**src/rtl/core/bdm_pkg.sv**
```systemverilog
// ----------------------------------------------------------------------------
// BCD digit multiplier package
// Widths, digit and column types shared by the multiplier core and channels.
// ----------------------------------------------------------------------------
package bdm_pkg;

  localparam int MaxDigits     = 8;
  localparam int DigitWidth    = 4;
  localparam int OperandWidth  = MaxDigits * DigitWidth;
  localparam int ProductDigits = 2 * MaxDigits;
  localparam int ProductWidth  = ProductDigits * DigitWidth;
  localparam int CfgWidth      = 4;
  // worst column: MaxDigits products of two 15-valued nibbles
  localparam int ColWidth      = $clog2(MaxDigits * 225 + 1);

  localparam logic [CfgWidth-1:0] CfgDigitsReset = CfgWidth'(MaxDigits);
  localparam logic [ColWidth-1:0] ColMaxValid    = ColWidth'(MaxDigits * 81);
  localparam logic [DigitWidth-1:0] DigitMaxSum  = DigitWidth'(11);

  typedef logic [DigitWidth-1:0]              bcd_digit_t;
  typedef bcd_digit_t [ProductDigits-1:0]     digit_vec_t;
  typedef logic [ColWidth-1:0]                col_sum_t;
  typedef col_sum_t [ProductDigits-1:0]       col_vec_t;

endpackage

```
**src/rtl/core/bdm_operand_if.sv**
```systemverilog
// ----------------------------------------------------------------------------
// BCD multiplier operand channel
// Valid/ready channel carrying one pair of packed-BCD operands.
// ----------------------------------------------------------------------------
interface bdm_operand_if import bdm_pkg::*; ();

  logic                    valid;
  logic                    ready;
  logic [OperandWidth-1:0] multiplicand_bcd;
  logic [OperandWidth-1:0] multiplier_bcd;

  modport source (output valid, output multiplicand_bcd, output multiplier_bcd,
                  input ready);
  modport sink   (input valid, input multiplicand_bcd, input multiplier_bcd,
                  output ready);

endinterface

```
**src/rtl/core/bdm_product_if.sv**
```systemverilog
// ----------------------------------------------------------------------------
// BCD multiplier product channel
// Valid/ready channel carrying the packed-BCD product and the error flag.
// ----------------------------------------------------------------------------
interface bdm_product_if import bdm_pkg::*; ();

  logic                    valid;
  logic                    ready;
  logic [ProductWidth-1:0] product_bcd;
  logic                    input_error;

  modport source (output valid, output product_bcd, output input_error,
                  input ready);
  modport sink   (input valid, input product_bcd, input input_error,
                  output ready);

endinterface

```
**src/rtl/core/bdm_cfg_if.sv**
```systemverilog
// ----------------------------------------------------------------------------
// BCD multiplier configuration channel
// Valid/ready write channel for the digit count register.
// ----------------------------------------------------------------------------
interface bdm_cfg_if import bdm_pkg::*; ();

  logic                valid;
  logic                ready;
  logic [CfgWidth-1:0] digits_in_use;

  modport source (output valid, output digits_in_use, input ready);
  modport sink   (input valid, input digits_in_use, output ready);

endinterface

```
**src/rtl/core/bdm_column_sum.sv**
```systemverilog
// ----------------------------------------------------------------------------
// BCD multiplier column sums
// Digit-by-digit products summed along each anti-diagonal (binary sums).
// ----------------------------------------------------------------------------
module bdm_column_sum import bdm_pkg::*; (
  input  logic [OperandWidth-1:0] multiplicand_i,
  input  logic [OperandWidth-1:0] multiplier_i,
  output col_vec_t                col_o
);

  logic [2*DigitWidth-1:0] dprod [MaxDigits][MaxDigits];

  always_comb begin
    for (int i = 0; i < MaxDigits; i++) begin
      for (int j = 0; j < MaxDigits; j++) begin
        dprod[i][j] = {{DigitWidth{1'b0}}, multiplicand_i[DigitWidth*i +: DigitWidth]} *
                      {{DigitWidth{1'b0}}, multiplier_i[DigitWidth*j +: DigitWidth]};
      end
    end
  end

  always_comb begin
    col_o = '0;
    for (int i = 0; i < MaxDigits; i++) begin
      for (int j = 0; j < MaxDigits; j++) begin
        col_o[i+j] = col_o[i+j] + ColWidth'(dprod[i][j]);
      end
    end
  end

endmodule

```
**src/rtl/core/bdm_carry_resolve.sv**
```systemverilog
// ----------------------------------------------------------------------------
// BCD multiplier carry resolve
// Final decimal add: digits of 0..11 in, carries by parallel prefix, BCD out.
// ----------------------------------------------------------------------------
module bdm_carry_resolve import bdm_pkg::*; (
  input  digit_vec_t              digit_i,
  output logic [ProductWidth-1:0] bcd_o
);

  localparam int Levels = $clog2(ProductDigits);

  logic [ProductDigits-1:0] gen;
  logic [ProductDigits-1:0] prop;
  logic [ProductDigits-1:0] cin;
  logic [DigitWidth:0]      sum [ProductDigits];

  always_comb begin
    for (int k = 0; k < ProductDigits; k++) begin
      gen[k]  = digit_i[k] >= DigitWidth'(10);
      prop[k] = digit_i[k] == DigitWidth'(9);
    end
    // inclusive prefix; descending k reads the previous level's lower terms
    for (int l = 0; l < Levels; l++) begin
      for (int k = ProductDigits - 1; k >= (1 << l); k--) begin
        gen[k]  = gen[k] | (prop[k] & gen[k-(1<<l)]);
        prop[k] = prop[k] & prop[k-(1<<l)];
      end
    end
    cin = {gen[ProductDigits-2:0], 1'b0};
  end

  always_comb begin
    for (int k = 0; k < ProductDigits; k++) begin
      sum[k] = {1'b0, digit_i[k]} + {{DigitWidth{1'b0}}, cin[k]};
      if (sum[k] >= (DigitWidth+1)'(10)) begin
        bcd_o[DigitWidth*k +: DigitWidth] = DigitWidth'(sum[k] - (DigitWidth+1)'(10));
      end else begin
        bcd_o[DigitWidth*k +: DigitWidth] = sum[k][DigitWidth-1:0];
      end
    end
  end

endmodule

```
**src/rtl/core/bcd_digit_multiplier.sv**
```systemverilog
// ----------------------------------------------------------------------------
// BCD digit multiplier
// Schoolbook packed-BCD multiplier, four register stages, one pair per cycle unless stalled.
// ----------------------------------------------------------------------------
//  channel     dir  handshake      payload
//  operand_i   in   valid/ready    multiplicand_bcd[31:0], multiplier_bcd[31:0]
//  product_o   out  valid/ready    product_bcd[63:0], input_error
//  cfg_i       in   valid/ready    digits_in_use[3:0] (always ready)
//
//  One transaction per cycle while the product channel is not stalled.
//  Stages: operand register, column sums, digit split, carry resolve/output.
//  Reset empties the pipeline and sets digits_in_use to 8.
//  Ready propagates back through the stage valids, so bubbles are squeezed
//  out and a stalled output still lets earlier stages fill.
// ----------------------------------------------------------------------------
module bcd_digit_multiplier import bdm_pkg::*; (
  input  logic          clk_i,
  input  logic          rst_ni,
  bdm_cfg_if.sink       cfg_i,
  bdm_operand_if.sink   operand_i,
  bdm_product_if.source product_o
);

  logic [CfgWidth-1:0]     digits_q;
  logic [CfgWidth-1:0]     n_eff;

  logic                    va_q, vb_q, vc_q, vo_q;
  logic                    en_a, en_b, en_c, en_o;

  logic [OperandWidth-1:0] a_q, b_q;
  logic                    err_b_d, err_b_q, err_c_q, err_o_q;
  col_vec_t                col_d, col_q;
  digit_vec_t              dig_d, dig_q;
  logic [ProductWidth-1:0] resolved;
  logic [ProductWidth-1:0] product_q;

  logic [7:0]              q1 [ProductDigits];
  logic [18:0]             q1_mul [ProductDigits];
  logic [11:0]             h_mul [ProductDigits];
  logic [ColWidth-1:0]     u_full [ProductDigits];
  bcd_digit_t              u, t, h;
  logic [7:0]              t_full [ProductDigits];
  logic [4:0]              s [ProductDigits];
  logic [1:0]              q [ProductDigits];
  bcd_digit_t              r [ProductDigits];
  bcd_digit_t              u_a [ProductDigits];
  bcd_digit_t              t_a [ProductDigits];
  bcd_digit_t              h_a [ProductDigits];

  logic                    col_ok, dig_ok;

  // configuration
  assign cfg_i.ready = 1'b1;

  always_ff @(posedge clk_i or negedge rst_ni) begin
    if (!rst_ni) begin
      digits_q <= CfgDigitsReset;
    end else if (cfg_i.valid) begin
      digits_q <= cfg_i.digits_in_use;
    end
  end

  always_comb begin
    if (digits_q == '0) begin
      n_eff = CfgWidth'(1);
    end else if (digits_q > CfgWidth'(MaxDigits)) begin
      n_eff = CfgWidth'(MaxDigits);
    end else begin
      n_eff = digits_q;
    end
  end

  // pipeline flow control
  assign en_o = !vo_q || product_o.ready;
  assign en_c = !vc_q || en_o;
  assign en_b = !vb_q || en_c;
  assign en_a = !va_q || en_b;
  assign operand_i.ready = en_a;

  always_ff @(posedge clk_i or negedge rst_ni) begin
    if (!rst_ni) begin
      va_q <= 1'b0;
      vb_q <= 1'b0;
      vc_q <= 1'b0;
      vo_q <= 1'b0;
    end else begin
      if (en_a) va_q <= operand_i.valid;
      if (en_b) vb_q <= va_q;
      if (en_c) vc_q <= vb_q;
      if (en_o) vo_q <= vc_q;
    end
  end

  // stage A: operand register
  always_ff @(posedge clk_i) begin
    if (en_a && operand_i.valid) begin
      a_q <= operand_i.multiplicand_bcd;
      b_q <= operand_i.multiplier_bcd;
    end
  end

  // stage A -> B: malformed operand check and column sums
  always_comb begin
    err_b_d = 1'b0;
    for (int i = 0; i < MaxDigits; i++) begin
      if (CfgWidth'(i) < n_eff) begin
        err_b_d = err_b_d || (a_q[DigitWidth*i +: DigitWidth] > DigitWidth'(9))
                          || (b_q[DigitWidth*i +: DigitWidth] > DigitWidth'(9));
      end else begin
        err_b_d = err_b_d || (a_q[DigitWidth*i +: DigitWidth] != '0)
                          || (b_q[DigitWidth*i +: DigitWidth] != '0);
      end
    end
  end

  bdm_column_sum u_column_sum (
    .multiplicand_i (a_q),
    .multiplier_i   (b_q),
    .col_o          (col_d)
  );

  always_ff @(posedge clk_i) begin
    if (en_b && va_q) begin
      col_q   <= col_d;
      err_b_q <= err_b_d;
    end
  end

  // stage B -> C: split each column into decimal digits, fold to one addend
  always_comb begin
    u = '0;
    t = '0;
    h = '0;
    for (int k = 0; k < ProductDigits; k++) begin
      q1_mul[k] = 19'(col_q[k]) * 19'd205;
      q1[k]     = q1_mul[k][18:11];
      u_full[k] = col_q[k] - ColWidth'({q1[k], 3'b000}) - ColWidth'({q1[k], 1'b0});
      h_mul[k]  = 12'(q1[k]) * 12'd13;
      t_full[k] = q1[k] - {1'b0, h_mul[k][10:7], 3'b000}
                        - {3'b000, h_mul[k][10:7], 1'b0};
      u_a[k]    = u_full[k][DigitWidth-1:0];
      t_a[k]    = t_full[k][DigitWidth-1:0];
      h_a[k]    = h_mul[k][10:7];
    end
    for (int k = 0; k < ProductDigits; k++) begin
      u = u_a[k];
      t = (k >= 1) ? t_a[(k >= 1) ? k - 1 : 0] : '0;
      h = (k >= 2) ? h_a[(k >= 2) ? k - 2 : 0] : '0;
      s[k] = 5'(u) + 5'(t) + 5'(h);
      if (s[k] >= 5'd20) begin
        q[k] = 2'd2;
        r[k] = DigitWidth'(s[k] - 5'd20);
      end else if (s[k] >= 5'd10) begin
        q[k] = 2'd1;
        r[k] = DigitWidth'(s[k] - 5'd10);
      end else begin
        q[k] = 2'd0;
        r[k] = s[k][DigitWidth-1:0];
      end
    end
    for (int k = 0; k < ProductDigits; k++) begin
      dig_d[k] = r[k] + ((k >= 1) ? DigitWidth'(q[(k >= 1) ? k - 1 : 0]) : '0);
    end
  end

  always_ff @(posedge clk_i) begin
    if (en_c && vb_q) begin
      dig_q   <= dig_d;
      err_c_q <= err_b_q;
    end
  end

  // stage C -> output: carry resolve
  bdm_carry_resolve u_carry_resolve (
    .digit_i (dig_q),
    .bcd_o   (resolved)
  );

  always_ff @(posedge clk_i) begin
    if (en_o && vc_q) begin
      product_q <= err_c_q ? '0 : resolved;
      err_o_q   <= err_c_q;
    end
  end

  assign product_o.valid       = vo_q;
  assign product_o.product_bcd = product_q;
  assign product_o.input_error = err_o_q;

  // checks on intermediate ranges
  always_comb begin
    col_ok = 1'b1;
    dig_ok = 1'b1;
    for (int k = 0; k < ProductDigits; k++) begin
      col_ok = col_ok && (col_q[k] <= ColMaxValid);
      dig_ok = dig_ok && (dig_q[k] <= DigitMaxSum);
    end
  end

`ifndef SYNTHESIS
  assert property (@(posedge clk_i) disable iff (!rst_ni)
    vb_q && !err_b_q |-> col_ok)
    else $error("column sum out of range for a well-formed transaction");

  assert property (@(posedge clk_i) disable iff (!rst_ni)
    vc_q && !err_c_q |-> dig_ok)
    else $error("folded digit above eleven for a well-formed transaction");

  assert property (@(posedge clk_i) disable iff (!rst_ni)
    vc_q && !en_o |=> vc_q && $stable(dig_q) && $stable(err_c_q))
    else $error("digit stage lost or changed a stalled transaction");

  assert property (@(posedge clk_i) disable iff (!rst_ni)
    vo_q && err_o_q |-> product_q == '0)
    else $error("nonzero product flagged with input error");
`endif

endmodule
```
**src/flat_wrapper.sv**
```systemverilog
// flat-port wrapper written by rule: the top's interface ports become plain ports
module bcd_digit_multiplier_flat import bdm_pkg::*;
  (clk_i, rst_ni, cfg_i_valid, cfg_i_digits_in_use, cfg_i_ready, operand_i_valid, operand_i_multiplicand_bcd, operand_i_multiplier_bcd, operand_i_ready, product_o_valid, product_o_product_bcd, product_o_input_error, product_o_ready);
  bdm_cfg_if cfg_i_i ();
  bdm_operand_if operand_i_i ();
  bdm_product_if product_o_i ();
  input  logic clk_i;
  input  logic rst_ni;
  input wire logic [$bits(cfg_i_i.valid)-1:0] cfg_i_valid;
  input wire logic [$bits(cfg_i_i.digits_in_use)-1:0] cfg_i_digits_in_use;
  output wire logic [$bits(cfg_i_i.ready)-1:0] cfg_i_ready;
  input wire logic [$bits(operand_i_i.valid)-1:0] operand_i_valid;
  input wire logic [$bits(operand_i_i.multiplicand_bcd)-1:0] operand_i_multiplicand_bcd;
  input wire logic [$bits(operand_i_i.multiplier_bcd)-1:0] operand_i_multiplier_bcd;
  output wire logic [$bits(operand_i_i.ready)-1:0] operand_i_ready;
  output wire logic [$bits(product_o_i.valid)-1:0] product_o_valid;
  output wire logic [$bits(product_o_i.product_bcd)-1:0] product_o_product_bcd;
  output wire logic [$bits(product_o_i.input_error)-1:0] product_o_input_error;
  input wire logic [$bits(product_o_i.ready)-1:0] product_o_ready;
  assign cfg_i_i.valid = cfg_i_valid;
  assign cfg_i_i.digits_in_use = cfg_i_digits_in_use;
  assign cfg_i_ready = cfg_i_i.ready;
  assign operand_i_i.valid = operand_i_valid;
  assign operand_i_i.multiplicand_bcd = operand_i_multiplicand_bcd;
  assign operand_i_i.multiplier_bcd = operand_i_multiplier_bcd;
  assign operand_i_ready = operand_i_i.ready;
  assign product_o_valid = product_o_i.valid;
  assign product_o_product_bcd = product_o_i.product_bcd;
  assign product_o_input_error = product_o_i.input_error;
  assign product_o_i.ready = product_o_ready;
  bcd_digit_multiplier u_core (.clk_i(clk_i), .rst_ni(rst_ni), .cfg_i(cfg_i_i), .operand_i(operand_i_i), .product_o(product_o_i));
endmodule
```
**config.mk**
```make
export PLATFORM = sky130hd
export DESIGN_NAME = bcd_digit_multiplier_flat
export DESIGN_NICKNAME = d
export VERILOG_FILES = /design/src/rtl/core/bdm_pkg.sv /design/src/rtl/core/bdm_operand_if.sv /design/src/rtl/core/bdm_product_if.sv /design/src/rtl/core/bdm_cfg_if.sv /design/src/rtl/core/bdm_column_sum.sv /design/src/rtl/core/bdm_carry_resolve.sv /design/src/rtl/core/bcd_digit_multiplier.sv /design/src/flat_wrapper.sv
export SDC_FILE = /design/constraint.sdc
export NUM_CORES = 2
export LEC_CHECK = 0
export BUFFER_PORTS_ARGS = -buffer_cell sky130_fd_sc_hd__buf_4
export CAP_MARGIN = 20
export CORE_ASPECT_RATIO = 1.5
export CORE_MARGIN = 3
export CORE_UTILIZATION = 60
export DETAILED_ROUTE_END_ITERATION = 6
export HOLD_SLACK_MARGIN = 0.12
export PLACE_DENSITY_LB_ADDON = 0.05
export SLEW_MARGIN = 20
export SYNTH_ARGS = -nofsm -noshare
export SYNTH_HDL_FRONTEND = slang
export SYNTH_SLANG_ARGS = --single-unit
```
**constraint.sdc**
```tcl
create_clock -name clk_i -period 26.9 [get_ports clk_i]
set_input_delay 1.345 -clock clk_i [delete_from_list [all_inputs] [get_ports clk_i]]
set_output_delay 1.345 -clock clk_i [all_outputs]
set_load 0.05 [all_outputs]
```
==> run metrics <==
status finished with violations; failing checks design-rule violations; final worst slack 15740 ps; pre-CTS setup slack 15890 ps; initial antenna violation count 4; worst-margin pin slew ~1100 ps; share of layout cells above drive strength 1 under 10%; Crit. End Element flip-flop; site row count approximately 170; Cells after Synth roughly 8900; commonest non-fill, non-tap cell in the layout inv_1; async set or reset register ratio after synthesis about 2.2%; YS warnings 0; post-layout util between 60% and 70%; Most used DFF post-synth edfxtp_1; Worst path most repeated cell inv_1; worst path required time ~27000 ps; maximum capacitance violations 0; GRT Total Usage 27.5%; largest net degree at the start of global routing 74; htree depth 2; vias in the first global route around 63000; Final Hold Vio Count 0; PortBufs approximately 140; max-slew violations 0; Post-Syn Area per Cell slightly below 10 µm²; remaining global-route overflow 0; Area Overhead vs Synth 5.45%; DR vias around 59000; DRT antenna net count 0; Die X around 310 µm; startpoint types flip-flop; 1st-pass router iterations 7; Post-CTS Setup Bufs 0; fin crit share between 40% and 50%; sequential area share after synthesis between 10 and 15%; setup_tns 0 ps; synthesized flop and latch total around 360; Die H 468 µm; Clock Tree Root clkbuf_16; Routability Congestion approximately 0.89; post-CTS sizing 0; number of synthesized flops with an enable pin 348; clk_lat worst skew roughly 640 ps; Final #Nets about 12000; I/O pin total roughly 140; Core Area about 140000 µm²; DRT Wirelength about 190000 µm; final setup violation count 0; Post-route DRC 2; Net Count, Synth around 12000; maximum clock frequency about 90 MHz; Mapped Area 85200 µm²; largest stage delay on the critical path between 500 and 600 ps; clk sinks roughly 360; area of the die 147000 µm²; CP Class reg -> reg; total CTS buffers 44; vias per cell 5.41; CTS tree yes; Initial Util 60.7%; min Tclk post-route ~11000 ps; Slew headroom 28.9%; Hold/Removal Path Class reg -> reg; cts hold-fix bufs 0; Max clock buf depth 3; drt wl/cell around 18 µm; Worst EP arrival roughly 12000 ps; first-pass GRT wire length around 320000 µm; unique cell type count in the Yosys netlist slightly below 90; leading cell types in the layout, fill and taps excluded 2175 x inv_1, 1831 x ha_1, 1159 x fa_1; Crit-path slowest cell o31ai_1; worst clock skew about 23 ps; hpwl dp ~150000 µm; Iter 0 DRT Violations roughly 3000; critical path peak fanout 4; RSZ-0062 raised after global routing no; clock slew at reported path FFs ~60 ps
through the flow:
| step | hold slack (ps) | instance area [µm²] | instances |
|---|---|---|---|
| after floorplan | 400 | 85200 | 8872 |
| after global placement | 407 | 88400 | 10700 |
| after detailed placement | 445 | 88400 | 10700 |
| after CTS | 463 | 89900 | 10800 |
| after global routing | 474 | 89900 | 10800 |
| final | 458 | 89900 | 10800 |
final timing paths:
| check | slack [ps] | startpoint | depth (start not counted) | to |
|---|---|---|---|---|
| min in group asynchronous | 580 | rst_ni | 1 | u_core.va_q$_DFFE_PN0N_ |
| setup / recovery | 15740 | u_core.col_q[140]$_DFFE_PP_ | 41 | u_core.dig_q[54]$_DFFE_PP_ |
| hold / removal | 460 | u_core.err_b_q$_DFFE_PP_ | 0 | u_core.err_c_q$_DFFE_PP_ |
| setup reg to reg | 15740 | u_core.col_q[140]$_DFFE_PP_ | 41 | u_core.dig_q[54]$_DFFE_PP_ |
| hold reg to reg | 460 | u_core.err_b_q$_DFFE_PP_ | 0 | u_core.err_c_q$_DFFE_PP_ |
| max in group asynchronous | 26040 | rst_ni | 1 | u_core.digits_q[3]$_DFFE_PN1P_ |
layout make-up:
type                    instances  area [µm²]
clock buffers                  51        1140
inverters                    2176        8170
multi-input cells            6130       65600
repair buffers                209        1570
flip-flops and latches        356       10700
clock inverters                29         365
well taps                    1870        2340
fillers                     12000       50500
diodes                          4        10.0
routing by layer:
layer	vias up	track usage (%)	share of wire, %
met3	324	2.92	4.8
li1	27900	-	-
met5	-	0	0
met1	29000	35.6	43
met2	1330	48.8	49
met4	0	7.59	3.0
cells by family (layout without fill, tap and decap cells):
| family | count (synthesis) | in the layout | share of synthesized area (%) |
|---|---|---|---|
| adders and majority gates | 2990 | 2990 | 54.1 |
| buffers and inverters | 2386 | 2465 | 10.5 |
| and+or+nand+nor | 1757 | 1757 | 10.7 |
| AOI/OAI and AO/OA | 789 | 789 | 6.00 |
| xor gates and xnor gates | 569 | 569 | 5.94 |
| DFF | 356 | 356 | 12.5 |
| muxes | 24 | 24 | 0.291 |
| other | 1 | 5 | 0.00440 |
registers in the layout, summed over array words and instances (netlist names):
name / count
u_core.a_q: 32
u_core.b_q: 32
u_core.col_q: 153
u_core.dig_q: 64
u_core.digits_q: 4
u_core.err_b_q: 1
u_core.err_c_q: 1
u_core.product_o.input_error: 1
u_core.product_o.product_bcd: 64
u_core.product_o.valid: 1
u_core.va_q: 1
u_core.vb_q: 1
u_core.vc_q: 1
synthesized netlist by cell type, types with 7 or more instances:
cell | number | area share, %
a211oi_1 | 16 | 0.14
a31oi_1 | 36 | 0.26
a2111oi_0 | 8 | 0.082
clkbuf_1 | 205 | 0.90
xor2_1 | 207 | 2.1
a21oi_1 | 255 | 1.5
dfrtp_1 | 7 | 0.21
nor2_1 | 247 | 1.1
xnor2_1 | 356 | 3.7
nor2b_1 | 80 | 0.59
nor3b_1 | 10 | 0.088
nand3_1 | 43 | 0.25
a31o_2 | 9 | 0.092
o22ai_1 | 9 | 0.066
or2_2 | 12 | 0.088
o31ai_1 | 24 | 0.21
o31a_1 | 18 | 0.18
nand2_1 | 484 | 2.1
edfxtp_1 | 348 | 12
ha_1 | 1831 | 27
inv_1 | 2175 | 9.6
nor4_1 | 20 | 0.15
nand3b_1 | 9 | 0.079
and2_1 | 692 | 5.1
mux2i_1 | 18 | 0.21
nand4_1 | 29 | 0.21
a22oi_1 | 17 | 0.15
fa_1 | 1159 | 27
or4_1 | 7 | 0.062
o211ai_1 | 9 | 0.079
or3_1 | 9 | 0.066
o21ai_0 | 131 | 0.77
nand2b_1 | 36 | 0.26
o21bai_1 | 59 | 0.52
a21boi_0 | 15 | 0.13
and3_1 | 13 | 0.095
o21a_1 | 29 | 0.26
a21o_1 | 96 | 0.85
nor3_1 | 55 | 0.32
critical path, delay by kind of cell (launching register included):
family,cells,cell delay (ps)
buf+inv,8,520
simple gates,7,1080
mux,1,100
xor+xnor,4,810
compound gates,9,2980
fa+ha+maj,12,4940
flops,1,450
Power is not shown: default switching activity piles up to over one toggle a cycle in this logic, so the estimate is an artifact.
